`src/rtl/core/armt_ram.sv`:
```
// ----------------------------------------------------------------------------
// Generic single-port RAM
// One access per cycle, write or read, with registered read data.
// ----------------------------------------------------------------------------
module armt_ram #(
    parameter int WIDTH = 8,
    parameter int DEPTH = 16
) (
    input  logic                     i_clk,
    input  logic                     i_en,
    input  logic                     i_we,
    input  logic [$clog2(DEPTH)-1:0] i_addr,
    input  logic [WIDTH-1:0]         i_wdata,
    output logic [WIDTH-1:0]         o_rdata
);

    logic [WIDTH-1:0] r_mem [DEPTH];
    logic [WIDTH-1:0] r_rdata;

    // Write or registered read
    always_ff @(posedge i_clk) begin
        if (i_en) begin
            if (i_we) begin
                r_mem[i_addr] <= i_wdata;
            end else begin
                r_rdata <= r_mem[i_addr];
            end
        end
    end

    assign o_rdata = r_rdata;

endmodule

```
`config.mk`:
```
export PLATFORM = sky130hd
export DESIGN_NAME = armt_ram
export DESIGN_NICKNAME = d
export VERILOG_FILES = /design/src/rtl/core/armt_ram.sv
export SDC_FILE = /design/constraint.sdc
export NUM_CORES = 1
export LEC_CHECK = 0
export ABC_AREA = 1
export BUFFER_PORTS_ARGS = -buffer_cell sky130_fd_sc_hd__buf_2
export CORE_MARGIN = 2
export CORE_UTILIZATION = 60
export CTS_CLUSTER_SIZE = 40
export DETAILED_ROUTE_END_ITERATION = 8
export HOLD_SLACK_MARGIN = 0.05
export MAX_ROUTING_LAYER = met4
export PLACE_DENSITY = 0.78
export SYNTH_ARGS = -nofsm -noshare
export SYNTH_HDL_FRONTEND = slang
export SYNTH_SLANG_ARGS = --single-unit
export TNS_END_PERCENT = 20
```
`constraint.sdc`:
```
create_clock -name i_clk -period 1.8 [get_ports i_clk]
set_input_delay 0.27 -clock i_clk [delete_from_list [all_inputs] [get_ports i_clk]]
set_output_delay 0.27 -clock i_clk [all_outputs]
set_load 0.01 [all_outputs]
```
==> run summary, run 1 <==
The fraction of synthesis flops using an asynchronous set or reset pin is 0%. Once layout is complete, the utilization of the core stands at 71.9%. The flop and latch count out of synthesis came out at 136. The number of iterations in the first detailed-routing pass is 6.

Sorting the synthesized cells by area gives the leading types as edfxtp_1 (72%), nand2_1 (23%), inv_1 (1.4%). In this run the horizontal extent of the chip is 101 microns. The die area came out at 10300 sq um. The routed via count is 4035. The worst path needs 1.32 ns of the cycle, external delays included. The number of cells on the worst reg-to-reg path came out at 8. The longest individual stage delay on the worst path is 0.38 ns. The flop-to-flop setup slack is 0.63 ns. Before CTS, the worst setup slack after placement is 0.282 ns. The storage element area came out at 4080 sq um. After synthesis, the most frequently instantiated cells are nand2_1 (347), edfxtp_1 (136), inv_1 (21).

The source of the worst register-to-register timing path is r_mem[7][5]$_DFFE_PP_. The portion of the clock cycle consumed by the worst path in the final layout is 73.1%. The endpoint of the worst hold path is r_mem[12][0]$_DFFE_PP_. The met2 track utilization from global routing is 44.1%. The synthesized netlist occupies a cell area of 5690 sq um. For this block, the routed nets add up to 12900 microns of wire.

The routed wirelength normalized by instance count is 17.4 microns. The congestion estimate from routability-driven global placement came to 1.00. The clock latency on the worst-skew pair came out at 0.52 ns. In this run the static leakage power is 2.88 nW. The post-route antenna net violation count came out at 0.

Setup repair after global routing left no endpoint under its margin. Dividing the synthesized area by the synthesized cell count gives 10.3 sq um. The instance count along the most critical hold path came out at 1.

The area of the multi-input gates came out at 1390 sq um. Timing would allow up to 760 MHz. The standard-cell row count came out at 35. The summed area of non-filler cells in the final layout is 6650 sq um. In this run, post-CTS repair resized a total of 0 instances. The number of fill cells came out at 613.

The number of buffers between clock root and the deepest sink came out at 2. The yosys synthesis warning count came out at 0. The internal power component came out at 5.77 mW. The post-route worst hold slack is 0.194 ns. The wire length of the first global-routing pass came out at 20200 microns. Dividing the detail-routed via count by the number of cells gives 5.44. 23 I/O pins were placed. Walking the worst path, the cells encountered are buf_2.

On the final layout, the worst clock skew is 0.00520 ns. The portion of total power attributed to the clock network came out at 46.5%. The met3 capacity usage during global routing came out at 6.07%. The endpoint type of the worst setup path is an output pin. The combined buffer and inverter count along the critical path came out at 1. The largest delay contributor family on the critical path is flip-flops.

The number of distinct standard cells referenced by the synthesized netlist is 9. Entering global routing, the biggest net connects 33 pins. TritonCTS built the clock tree. Net switching is 21.9% of the power. The number of global-route vias before repair is 3936. The endpoint identified for the worst register-to-register timing path is o_rdata[5]$_DFFE_PP_. The number of max-slew violations in the final report was 0. The overall overflow remaining after global route is 0. The normalized max-slew margin is 70.8%. The number of flops mapped to enable cells by yosys came out at 136. The initial antenna violation count came to 0. Global routing used 28.1% of the available tracks. The tool flagged a number of max-cap violations equal to 0. Data on the critical path is required at its endpoint by 1.53 ns.

The net switching power of the design is 1.62 mW. The CTS buffer count came out at 17. The root buffer selected by CTS is clkbuf_8. The iteration-0 DRC count of the detailed router came out at 341.

The most congested layer reported by global routing is met2. The share of post-route cells with drive strength above 1 is 13.7%. The clock-pin transition on the worst setup and hold timing paths came out at 0.06 ns.

The HPWL after detailed placement is 7970 microns. The number of nets in the synthesized netlist came out at 567. The effective utilization at floorplan came out at 61.6%.

The most common cell in the netlist is nand2_1. The path class of the tightest hold or removal check is primary input to register. The H-tree depth is 4. The cell area power density is 1110 nW/um^2. The sequential group share of total power came out at 48.0%. The setup TNS came out at 0 ns. In this run the tool buffered the top-level ports with 22 buffer cells. The data arrival time of the critical path is 1.05 ns. The maximum vdd drop came out at 0.000726 V. The count of final hold-check violations came out at 0.

The power share of the combinational group came out at 5.6%. The top fanout value on the critical path is 1. 0 antenna diodes ended up in the layout. The y dimension of the die came out at 101 microns.

The floorplan step defined a core boundary enclosing 9240 sq um. The startpoint identified for the worst hold timing path is i_wdata[0]. The cts-stage hold buffer count is 0. The met1 layer usage reported by global route is 36.0%. The largest total area in the synthesized netlist belongs to edfxtp_1. The final worst setup slack is 0.485 ns. The sequential cell area fraction in the yosys report is 71.8%.

In the routed design, unresolved DRC markers number 0. The area growth from synthesis to layout is 16.8%. The number of sinks on the clock net came out at 136.

The count of endpoints failing setup in the final report is 0. The cell type of the slowest stage on the worst timing path is edfxtp_1. The actual slew at the worst max-slew pin is 0.438 ns.

The post-CTS setup buffer count came out at 0. The top flip-flop cell by instance count after synthesis is edfxtp_1. The share of Yosys cell area claimed by the top area cell type is 71.8%.

The placed instances occupy a cell area of 6050 sq um. The worst setup path is launched from a register. The number of standard cells after synthesis is 552. The number of nets in the finished design is 615. The kind of critical path is register to output pin.

The flow ran to the end, and the final reports show no timing, DRC or antenna violations.
==> metal layers <==
layer / part of all wire [%] / wire length (microns) / vias up
met4: 2.7 / 350 / 0
li1: - / - / 1869
met5: 0 / 0 / -
met1: 40 / 5110 / 1897
met3: 8.3 / 1070 / 41
met2: 49 / 6350 / 228
==> state kept, by name, summed over array words and instances, names as in the netlist <==
name     flops
r_mem      128
o_rdata      8
==> kinds of logic after synthesis <==
| group | share of synthesized area [%] |
|---|---|
| buf+inv | 3.76 |
| flops | 71.8 |
| simple gates | 24.5 |
==> per-stage QoR <==
stage / std cells / total power, mW
5_1_grt: 742 / 7.58
3_3_place_gp: 710 / 4.00
4_1_cts: 742 / 7.41
2_1_floorplan: 552 / 3.85
6_report: 742 / 7.39
3_5_place_dp: 710 / 4.01
==> power by group through the flow <==
| stage | registers (mW) | clock network, mW | logic, mW |
|---|---|---|---|
| after CTS | 3.55 | 3.46 | 0.406 |
| after global placement | 3.61 | 0 | 0.389 |
| after floorplan | 3.61 | 0 | 0.234 |
| after global routing | 3.55 | 3.58 | 0.455 |
| after detailed placement | 3.61 | 0 | 0.396 |
| final | 3.55 | 3.44 | 0.411 |
==> final cells by class <==
type	instances	area share, %
Clock buffer	19	6.34
Clock inverter	13	2.58
Inverter	25	1.41
Multi-Input combinational cell	370	21.0
Sequential cell	136	61.4
Tap cell	129	2.43
Timing Repair Buffer	50	4.82
==> layout by cell type (no fill, tap or decap), drive strengths merged <==
master      n
clkinv      5
buf        50
nor2       19
bufinv      3
edfxtp    136
nand3       4
nand2     347
inv        28
clkbuf     19
clkinvlp    2
==> how the worst max path moves through the flow <==
| stage | startpoint | to | slack, ns | cells after the start |
|---|---|---|---|---|
| 4_1_cts | o_rdata[4]$_DFFE_PP_ | o_rdata[4] | 0.46 | 1 |
| 2_1_floorplan | i_addr[1] | r_mem[12][0]$_DFFE_PP_ | 0.23 | 5 |
| 6_report | o_rdata[4]$_DFFE_PP_ | o_rdata[4] | 0.48 | 1 |
| 3_3_place_gp | i_addr[0] | o_rdata[6]$_DFFE_PP_ | 0.30 | 11 |
| 3_5_place_dp | i_addr[0] | o_rdata[2]$_DFFE_PP_ | 0.28 | 11 |
| 5_1_grt | o_rdata[4]$_DFFE_PP_ | o_rdata[4] | 0.44 | 1 |
(Power assumes the default switching activity.)
==> inputs of run 2 (changes only) <==
ABC_AREA = 0   (was 1)
clock period = 1.3 ns   (was 1.8 ns; I/O delays follow)
==> run summary, run 2 <==
The run finished, with violations left. The final reports fail on negative setup slack. The fraction of power spent switching nets is 20.4% (-1.5 points). The global-route usage over all layers came out at 24.3% (-3.8 points). The initial antenna violation count came out at 0 (unchanged). The I/O pin total came to 23 (unchanged). The kind of critical path is register to register. The routed wirelength normalized by instance count came out at 24.0 microns (+38%). The normalized max-slew margin is 28.1% (-43 points). The count of final hold-check violations is 0 (unchanged). The final RePlAce weighted congestion came out at 0.770 (-23%). Counting instances in the post-synthesis netlist gives the leading cell types as edfxtp_1 (136), a22oi_1 (16), mux4_1 (16), mux4_2 (16), nor2_1 (13). The overall overflow remaining after global route is 0 (unchanged). The detailed-route vias per instance is 6.13 (+13%). The H-tree depth is 4 (unchanged). The count of endpoints failing setup in the final report was 8 (+8). The area growth from synthesis to layout came out at 24.7%. The cell area power density is 1470 nW/um^2 (+32%). The leakage power figure is 2.19 nW (-24%). The iteration-0 DRC count of the detailed router is 318 (-6.7%).

The pin count of the biggest net entering global routing came out at 19 (-42%). The worst clock skew came out at 0.00577 ns (+0.000569 ns). The maximum vdd drop is 0.000995 V (+37%). Sorting the synthesized cells by area gives the leading types as edfxtp_1 (78%), mux4_1 (8.0%), mux4_2 (6.9%). The worst hold-check path type is primary input to register.

The synthesized area came out at 5240 sq um (-8.0%). The die area came out at 9490 sq um (-7.7%). The number of standard cells after synthesis is 234 (-58%). The count of max-cap constraint violations came out at 0 (unchanged). The wire length of the first global-routing pass is 16000 microns (-21%). The maximum clock frequency came out at 702 MHz. The number of buffers between clock root and the deepest sink is 2 (unchanged).

The fraction of synthesis flops using an asynchronous set or reset pin came to 0% (unchanged). Setup repair after global routing could not meet its margin everywhere. The cell sitting at the root of the clock tree is a clkbuf_8. The number of max-slew violations in the final report is 0 (unchanged).

The number of nets in the synthesized netlist came to 249 (-56%). The post-CTS setup buffer count was 0 (unchanged). The sequential group share of total power came out at 51.3% (+3.3 points). In the layout the commonest cells are edfxtp_1 (136), buf_4 (33), mux4_2 (31), buf_2 (21), clkbuf_16 (16).

The number of flip-flops in the largest register came out at 128 (unchanged). The biggest area contributor in the post-synthesis netlist is edfxtp_1. The number of flops mapped to enable cells by yosys is 136 (unchanged).

For this run, the leading register cell type out of synthesis is edfxtp_1. The number of cells on the worst reg-to-reg path is 3 (-5). The width of the die is 97.4 microns (-3.9%). The post-route worst hold slack was 0.0780 ns (-0.116 ns). The portion of the clock cycle consumed by the worst path in the final layout came out at 110%. The final worst setup slack is -0.125 ns (-0.610 ns). The setup slack after placement came out at -0.479 ns (-0.761 ns). The clock-pin transition on the worst setup and hold timing paths came out at 0.06 ns (about the same). The data required time of the worst path came out at 1.55 ns (+0.02 ns). r_mem holds more flip-flops than any other register.

The routed via count is 2636 (-35%). The standard-cell row count is 34 (-2.9%). The number of distinct standard cells referenced by the synthesized netlist came out at 18 (+9). The portion of total power attributed to the clock network came out at 43.2% (-3.3 points).

The worst setup path is captured at a register. The number of nets in the finished design came to 324 (-47%). The share of Yosys cell area claimed by the top area cell type is 78.0% (+6.2 points). The total inserted antenna cells came to 0 (unchanged). The most common cell after layout, fill and taps aside is edfxtp_1.

The data arrival time of the critical path came out at 1.68 ns (+0.63 ns). The detailed-placement wirelength estimate is 6940 microns (-13%). The core area came out at 8590 sq um (-7.0%). The internal power component came out at 7.63 mW (+32%). The clock latency on the worst-skew pair came out at 0.51 ns (about the same). The number of sinks on the clock net is 136 (unchanged). The time the final worst path needs with I/O delays and setup is 1.42 ns. The y dimension of the die was 97.4 microns (-3.9%). The power share of the combinational group is 5.5% (about the same). The instance count along the most critical hold path is 1 (unchanged).

The actual slew at the worst max-slew pin came to 1.08 ns (+0.639 ns). The CTS buffer count came to 17 (unchanged). The share of post-route cells with drive strength above 1 is 48.4% (+35 points). The number of global-route vias before repair came out at 2817 (-28%). The synthesized area per cell is 22.4 sq um (+120%). The effective utilization at floorplan is 60.9% (-0.65 points). The overall power of the completed layout was 9.59 mW (+30%). The remaining design rule violation count was 0 (unchanged). The share of the core filled with cells in the final layout came to 76.0% (+4.1 points). The number of iterations in the first detailed-routing pass came out at 5 (-1). The post-route antenna net violation count came out at 0 (unchanged). The number of fill cells is 497 (-19%). The net switching power of the design is 1.95 mW (+21%). TritonCTS built the clock tree. The number of port buffers came to 22 (unchanged). The flop and latch count out of synthesis was 136 (unchanged). The top fanout value on the critical path is 1 (unchanged). The sequential cell area fraction in the yosys report came to 78.0% (+6.2 points). STA classifies the critical path startpoint as a register.

The most common cell in the netlist is edfxtp_1. The yosys synthesis warning count came out at 0 (unchanged). The total routed wirelength came out at 10300 microns (-20%).
-- run 2: critical path: stages, from the launching register on --
cell and delay, ns:
edfxtp_1 0.36, mux4_2 0.50, a22oi_2 0.21, nand2_1 0.10
-- run 2: logic make-up (layout without fill, tap and decap cells) --
logic type	after synthesis	in the layout	share of synthesized area [%]
DFF	136	136	78.0
and+or+nand+nor	37	37	3.32
muxes	32	32	14.9
AOI/OAI and AO/OA	16	16	2.29
buffers and inverters	13	101	1.50
-- run 2: path summary, 6_finish.rpt --
| path | end | from | slack (ns) |
|---|---|---|---|
| max reg2reg | o_rdata[3]$_DFFE_PP_ | r_mem[11][3]$_DFFE_PP_ | -0.12 |
| max | o_rdata[3]$_DFFE_PP_ | r_mem[11][3]$_DFFE_PP_ | -0.12 |
| min reg2reg | o_rdata[4]$_DFFE_PP_ | r_mem[13][4]$_DFFE_PP_ | 0.77 |
| min | r_mem[4][0]$_DFFE_PP_ | i_wdata[0] | 0.08 |
-- run 2: layout make-up --
type	instances	area, sq um	area share, %
clock buffers	18	418	6.40
clock inverters	14	110	1.69
multi-input cells	85	1160	17.7
flip-flops and latches	136	4080	62.5
well taps	108	135	2.07
repair buffers	69	624	9.56
-- run 2: power groups by stage --
stage	clock [mW]	sequential [mW]	combinational, mW
after detailed placement	0	5.00	0.484
after global placement	0	5.00	0.460
after floorplan	0	5.00	0.265
after global routing	4.44	4.91	0.564
after CTS	4.23	4.91	0.529
final	4.14	4.91	0.528
-- run 2: per-stage QoR --
stage | cell area, sq um | TNS [ns] | std cells
6_report | 6530 | -0.764 | 430
5_1_grt | 6530 | -1.13 | 430
4_1_cts | 6530 | -0.754 | 430
3_5_place_dp | 5970 | -36.54 | 396
3_3_place_gp | 5970 | -31.08 | 396
2_1_floorplan | 5360 | -16.92 | 234
-- run 2: repair_timing --
item / CTS / global route
resized for setup: 27 / 1
hold buffers: 2 / 0
setup endpoints to repair: 10 / 10
pin swaps: 13 / 4
endpoints found under the hold margin: 19 / 0
-- run 2: metal layers --
layer	wire, microns	vias up	global-route usage, %
met5	0	-	-
met4	161	0	8.87
met3	623	15	5.32
met2	5430	113	37.7
met1	4120	1369	32.5
li1	-	1139	-
